## src/design/fth_pkg.sv

```systemverilog
package fth_pkg;

  localparam int HERTZ_W = 39;
  localparam int FRAC_W = 30;
  localparam int COUNT_W = 4;
  localparam int EXP_W = 4;
  localparam int UNIT_KEEP = 3;

  localparam int FRACTION_DIGITS_DEF = 9;
  localparam int UNIT_CHARS_DEF = 7;

  localparam logic [HERTZ_W-1:0] HZ_LIMIT = 39'd300000000000;

  localparam logic [31:0] RECIP_10 = 32'hCCCCCCCD;
  localparam int RECIP_SHIFT = 35;

  localparam logic [7:0] CH_NUL = 8'h00;
  localparam logic [7:0] CH_TAB = 8'h09;
  localparam logic [7:0] CH_SPACE = 8'h20;
  localparam logic [7:0] CH_COMMA = 8'h2C;
  localparam logic [7:0] CH_DOT = 8'h2E;
  localparam logic [7:0] CH_0 = 8'h30;
  localparam logic [7:0] CH_9 = 8'h39;
  localparam logic [7:0] CH_UA = 8'h41;
  localparam logic [7:0] CH_UZ = 8'h5A;
  localparam logic [7:0] CH_CASE = 8'h20;
  localparam logic [7:0] CH_G = 8'h67;
  localparam logic [7:0] CH_H = 8'h68;
  localparam logic [7:0] CH_K = 8'h6B;
  localparam logic [7:0] CH_M = 8'h6D;
  localparam logic [7:0] CH_Z = 8'h7A;

  typedef struct packed {
    logic take;
    logic decode;
    logic step;
    logic finish;
  } fth_cmd_t;

  typedef struct packed {
    logic scale_done;
  } fth_status_t;

endpackage

```

## src/design/fth_ctrl.sv

```systemverilog
module fth_ctrl (
  input  logic                 clk,
  input  logic                 rst,
  input  logic                 text_valid,
  input  logic                 last_byte,
  output logic                 text_ready,
  output logic                 result_valid,
  input  logic                 result_ready,
  input  fth_pkg::fth_status_t st,
  output fth_pkg::fth_cmd_t    cmd
);

  typedef enum logic [1:0] {
    S_BYTES,
    S_DECODE,
    S_SCALE
  } ctrl_state_t;

  ctrl_state_t state;
  logic        out_free;

  always_comb begin
    text_ready = (state == S_BYTES);
    out_free = !result_valid || result_ready;
    cmd.take = text_valid && text_ready;
    cmd.decode = (state == S_DECODE);
    cmd.step = (state == S_SCALE) && !st.scale_done;
    cmd.finish = (state == S_SCALE) && st.scale_done && out_free;
  end

  always_ff @(posedge clk) begin
    if (rst) begin
      state <= S_BYTES;
      result_valid <= 1'b0;
    end else begin
      case (state)
        S_BYTES: begin
          if (cmd.take && last_byte) state <= S_DECODE;
        end
        S_DECODE: begin
          state <= S_SCALE;
        end
        S_SCALE: begin
          if (cmd.finish) state <= S_BYTES;
        end
        default: begin
          state <= S_BYTES;
        end
      endcase
      if (cmd.finish) result_valid <= 1'b1;
      else if (result_ready) result_valid <= 1'b0;
    end
  end

  a_finish_loads: assert property (@(posedge clk) disable iff (rst)
    (state == S_SCALE && st.scale_done && (!result_valid || result_ready)) |=> result_valid)
    else $error("result not loaded after scaling");

  a_last_decodes: assert property (@(posedge clk) disable iff (rst)
    (text_valid && text_ready && last_byte) |=> (state == S_DECODE))
    else $error("final item did not start decode");

  a_decode_scales: assert property (@(posedge clk) disable iff (rst)
    (state == S_DECODE) |=> (state == S_SCALE))
    else $error("decode not followed by scaling");

endmodule

```

## config.mk

```make
export PLATFORM = sky130hd
export DESIGN_NAME = fth_ctrl
export DESIGN_NICKNAME = d
export VERILOG_FILES = /design/src/design/fth_pkg.sv /design/src/design/fth_ctrl.sv
export SDC_FILE = /design/constraint.sdc
export NUM_CORES = 1
export LEC_CHECK = 0
export ABC_CLOCK_PERIOD_IN_PS = 1100
export CAP_MARGIN = 20
export CORE_AREA = 2 2 39 41
export CTS_CLUSTER_DIAMETER = 50
export CTS_CLUSTER_SIZE = 12
export DETAILED_ROUTE_END_ITERATION = 10
export DIE_AREA = 0 0 41 43
export DONT_BUFFER_PORTS = 1
export PLACE_DENSITY = 0.3
export SLEW_MARGIN = 20
export SYNTH_ARGS = -nofsm -noshare
export SYNTH_HDL_FRONTEND = slang
export SYNTH_SLANG_ARGS = --single-unit
```

## constraint.sdc

```tcl
create_clock -name clk -period 1.1 [get_ports clk]
set_clock_uncertainty 0.2 [all_clocks]
set_input_delay 0.275 -clock clk [delete_from_list [all_inputs] [get_ports clk]]
set_output_delay 0.275 -clock clk [all_outputs]
set_load 0.03 [all_outputs]
```

# Word-level counts from Yosys, hierarchy flattened
# Cells that the tools add are included.
# totals
reg_bits	3
out_inout_bits	6
elab_cells	22
# op_classes
n_mux	5
n_reduce_logical	11
eq_ne	4
# op_table
operator	n
case mux 2 bit (3 select lines)	1
logical AND 1 bit	5
2-to-1 mux 2 bit	2
equality test 2 x 1 -> 1 bit, second input constant	1
equality test 2 bit, second input constant	1
zero test 1 bit	2
zero test 2 bit	1
2-to-1 mux 1 bit	2
inequality test 2 x 1 -> 1 bit, second input constant	1
inequality test 2 bit, second input constant	1
AND reduction 2 bit	1
nonzero test 2 bit	1
logical OR 1 bit	1

# Depth between registers and ports, before layout
# Gate-level depths: netlist of the first run.
# logic_depth
depth_word	5
ltp_mapped	2
ltp_nobuf	2

# Worst setup path before layout of the first run
# Ideal clock, no wire load.
# synth_timing
path_type	register to register
from	register state[1]
to	register state[0]
n_path_buf	0
setup_slack_ps	-596
arrival_time_ps	1434
path_stages_with_launch	3
t_required_ps	838
setup_ps	62
path_cell_list	dfxtp_1 > nor3b_1 > and3b_2
# synth_rtl
element	line_no	source
start: declaration	fth_ctrl.sv:19	ctrl_state_t state;
start signal: assignment	fth_ctrl.sv:33	state <= S_BYTES;
start signal: assignment	fth_ctrl.sv:38	if (cmd.take && last_byte) state <= S_DECODE;
start signal: assignment	fth_ctrl.sv:41	state <= S_SCALE;

==> results.ini, run 1 <==
[timing]
fin_setup_tns_ns=-1.90
finalSetupViolations=7
slew_violations=0
rsz0062_at_grt=yes
worstMarginPinSlew_ns=0.211
period_share_pct=138
relSlewSlack_pct=85.9
finalHoldViolCount=0
clock.fmax_ghz=0.659
post-route-min-period_ns=1.52
worst_slack_ns=-0.417

[finish]
area_delta_synth_final_pct=108
multi_input_area_sq_um=114
regArea_sq_um=66.3
drive_above_1_share_pct=66.7
fin_nets=34
layout_common_cells=3 x clkbuf_4, 3 x buf_6, 3 x buf_4
n_fill_cell=152
num_antenna_cells=0
design_area_sq_um=307
utilization_pct=22.2

[synth]
synthCells=15
synth_warnings=0
ys_seq_elements=3
ys_seq_area_share_pct=40.7
synth_nets=21
synth.avg_cell_area_sq_um=9.84
ys_types=11
syn-cell-area_sq_um=148

[grt]
track_usage_pct=7.11
grt_max_degree=7
first_global_vias=164
grt_antenna_before_repair=0
grt_pass1_wl_um=662
grt_remaining_overflow=0

[floorplan]
fp.dieArea_sq_mm=0.00176
dieWidth_um=41
start_util_pct=10.7
die_h_um=43
coreArea_sq_mm=0.00138
rows=14
boundaryPins=12

[setup_path]
start_kind=flop
end_kind=output pin
worstPathArrival_ns=1.04
path_max_fanout=4
r2r_setup_slack_ns=-0.03
r2r_start=state[0]
path_class=reg2out
reg2regPathDepth=3
crit_required_ns=0.62
r2r_end=state[1]

[hold_path]
min-delay-path-class=in2reg
min_to=state[0]
min_from=last_byte
hold_path_depth=1

[clocking]
cts_sinks=3
clock_latency_ns=0.23
cts_tree=built
clk_root_buffer_cell=clkbuf_4
h-tree-depth=1
clk_path_buf_depth=2
cts_buffers=3
post_cts.repair.setup_buffers=0
cts.clk_slew.worst_paths_ns=0.04

[detailed_routing]
ant_nets=0
wl_per_cell_um=9.33
totalWireLength_um=401
drc=0
drt_iter0_drc=1
via_per_inst=3.65
dr.pass1.iters=2
dr_total_vias=157

[pwr]
finalPower_uw=373
cellPowerDensity_mw_per_mm2=1220
vdd.ir_drop.worst_uv=485
p_leak_nw=0.124

[place]
io_buffers=0
gp_congestion=0.639
place_area_sq_um=249
dp_hpwl_um=343

[status]
status=finished, violations left
violations=negative setup slack

[run]
cap_violations=0

==> where the power goes <==
part	total (mW)	leakage, nW	switching [mW]	internal [mW]
combinational	0.0606	0.0827	0.0301	0.0304
clock	0.196	0.0150	0.0594	0.136
sequential	0.117	0.0261	0.00549	0.111
total	0.373	0.124	0.0951	0.278
==> critical path, stage by stage, from the launching register on <==
cell and delay, ns:
dfxtp_2 0.34, nand3b_1 0.22, nor2b_4 0.24
==> state kept, by name, summed over array words and instances, names as in the netlist <==
register,cells
state,2
result_valid,1
==> worst max-delay path by stage <==
stage | start | to | slack, ns | cells past startpoint
2_1_floorplan | state[0] | cmd[0] | -0.17 | 2
3_3_place_gp | state[0] | cmd[0] | -0.19 | 2
3_5_place_dp | state[0] | cmd[0] | -0.18 | 2
4_1_cts | state[0] | cmd[0] | -0.44 | 2
5_1_grt | state[0] | cmd[0] | -0.49 | 2
6_report | state[0] | cmd[0] | -0.42 | 2
==> logic make-up after synthesis <==
kind of cell / after synthesis / synth area share (%)
buf+inv: 1 / 2.54
xor+xnor: 1 / 5.93
simple gates: 8 / 37.3
compound gates: 2 / 13.6
flops: 3 / 40.7
==> what timing repair did <==
item                                    in CTS  in global routing
endpoints found under the setup margin       7                  7
hold endpoints to repair                     2                  0
hold buffers                                 2                  0
gates resized for setup                      3                  0
pin swaps                                    0                  0
==> layer usage <==
metal	vias to the layer above	share of wire, %	GRT usage [%]
met3	2	16	9.42
met5	-	0	0
met4	0	2.5	6.00
li1	76	-	-
met2	13	41	6.25
met1	66	41	7.67
==> cells in the mapped netlist, drive strengths merged <==
| cell type | count | area (sq um) |
|---|---|---|
| nor2b | 1 | 6.26 |
| xnor2 | 1 | 8.76 |
| nand3b | 1 | 7.51 |
| inv | 1 | 3.75 |
| a21oi | 1 | 5.00 |
| nor3b | 2 | 15.0 |
| nor2 | 1 | 3.75 |
| dfxtp | 3 | 60.1 |
| nand2b | 2 | 12.5 |
| and3b | 1 | 10.0 |
| a311oi | 1 | 15.0 |
==> area by class of cell <==
type                       instances  area share, %
sequential                         3           21.6
clock buffer                       4           8.57
multi-input combinational         11           37.1
tap                               16           6.53
inverter                           1           1.22
timing repair buffer               8           24.9
==> metrics by stage <==
step                hold slack, ns  setup WS (ns)  std cells
floorplan                    0.134         -0.167         15
global placement             0.137         -0.188         37
detailed placement           0.136         -0.184         37
CTS                         0.0146         -0.440         43
global route                0.0130         -0.493         43
finish                      0.0239         -0.417         43
Note: power is estimated with default switching activity, not from simulation.
==> run 2, diff against run 1 <==
--- a/config.mk
+++ b/config.mk
@@ -14,6 +14,8 @@
 export DIE_AREA = 0 0 41 43
 export DONT_BUFFER_PORTS = 1
 export PLACE_DENSITY = 0.3
+export REMOVE_ABC_BUFFERS = 1
+export SKIP_LAST_GASP = 1
 export SLEW_MARGIN = 20
 export SYNTH_ARGS = -nofsm -noshare
 export SYNTH_HDL_FRONTEND = slang
==> results.ini, run 2 (synthesis results as in run 1) <==
[status]
status=finished, violations left
violations=negative setup slack

[detailed_routing]
totalWireLength_um=470
ant_nets=0
wl_per_cell_um=9.59
drt_iter0_drc=1
dr_total_vias=176
drc=0
dr.pass1.iters=2
via_per_inst=3.59

[timing]
finalHoldViolCount=0
relSlewSlack_pct=87.9
post-route-min-period_ns=1.52
finalSetupViolations=7
worst_slack_ns=-0.417
clock.fmax_ghz=0.659
slew_violations=0
worstMarginPinSlew_ns=0.182
fin_setup_tns_ns=-1.83
rsz0062_at_grt=yes
period_share_pct=138

[floorplan]
rows=14
boundaryPins=12
coreArea_sq_mm=0.00138
fp.dieArea_sq_mm=0.00176
start_util_pct=10.7
dieWidth_um=41
die_h_um=43

[grt]
track_usage_pct=6.63
first_global_vias=212
grt_remaining_overflow=0
grt_antenna_before_repair=0
grt_pass1_wl_um=745
grt_max_degree=7

[place]
gp_congestion=0.511
placed_cells_incl_taps=38
io_buffers=0
dp_hpwl_um=329
pre_cts_ws_ns=-0.204

[hold_path]
hold_path_depth=1
min-delay-path-class=in2reg

[clocking]
clk_path_buf_depth=2
h-tree-depth=1
clock_latency_ns=0.23
cts_sinks=3
cts.clk_slew.worst_paths_ns=0.03
cts_tree=built
cts_buffers=3
clk_root_buffer_cell=clkbuf_4

[finish]
layout_common_cells=9 x buf_4, 3 x clkbuf_4, 3 x buf_6
final_common_cell=buf_4
fin_nets=40
area_delta_synth_final_pct=140
instances_no_fill=49
drive_above_1_share_pct=75.8
largestRegisters=state: 2 flops, result_valid: 1 flops
largest_reg_flops=2
utilization_pct=25.6
regMostFlops=state
num_antenna_cells=0

[setup_path]
path_max_fanout=5
crit_required_ns=0.62
end_kind=output pin
reg2regPathDepth=5
path_class=reg2out
worstPathArrival_ns=1.04
start_kind=flop

[pwr]
vdd.ir_drop.worst_uv=273
finalPower_uw=375
p_leak_nw=0.146
cellPowerDensity_mw_per_mm2=1060

[run]
cap_violations=0

## run 2: cell types whose count changed in the layout (fill, tap and decap cells not counted), sizes merged
| cell | delta |
|---|---|
| buf | +6 |
## run 2: worst paths after layout
path                  end  slack, ns          from
max                cmd[0]      -0.42      state[0]
min              state[0]       0.03     last_byte
max reg2reg      state[1]      -0.19      state[0]
min reg2reg  result_valid       0.41  result_valid
## run 2: cell type report
type,instances,area [sq um]
Clock buffer,4,26.3
Fill cell,155,1030
Tap cell,16,20.0
Sequential cell,3,68.8
Multi-Input combinational cell,11,109
Inverter,1,8.76
Timing Repair Buffer,14,121
## run 2: where the power goes
part	internal [mW]	switching (mW)	leakage, nW
Sequential	0.110	0.00428	0.0264
Combinational	0.0385	0.0349	0.105
Clock	0.136	0.0519	0.0150
Total	0.284	0.0910	0.146
## run 2: per-layer routing
| layer | up-vias | wire [um] | GRT usage [%] | part of all wire [%] |
|---|---|---|---|---|
| met5 | - | 0 | 0 | 0 |
| met4 | 0 | 0 | 8.00 | 0 |
| met3 | 0 | 18 | 1.57 | 3.8 |
| met1 | 86 | 154 | 4.82 | 33 |
| li1 | 87 | - | - | - |
| met2 | 3 | 298 | 11.3 | 63 |
## run 2: through the flow
step	hold WS, ns	area (sq um)
2_1_floorplan	0.143	148
3_3_place_gp	0.144	220
3_5_place_dp	0.146	220
4_1_cts	0.0253	334
5_1_grt	0.0341	354
6_report	0.0331	354
## run 2: worst max-delay path, cell delays in order, from the launching register on
cell and delay [ns]:
dfxtp_4 0.35, nand3b_1 0.18, nor2b_1 0.12, buf_4 0.17
## run 2: timing repair
action                     in CTS  in global routing
pin swaps                       2                  0
resized for setup              14                  1
buffers inserted                3                  2
hold buffers                    2                  0
hold endpoints to repair        2                  0
setup endpoints to repair       7                  8
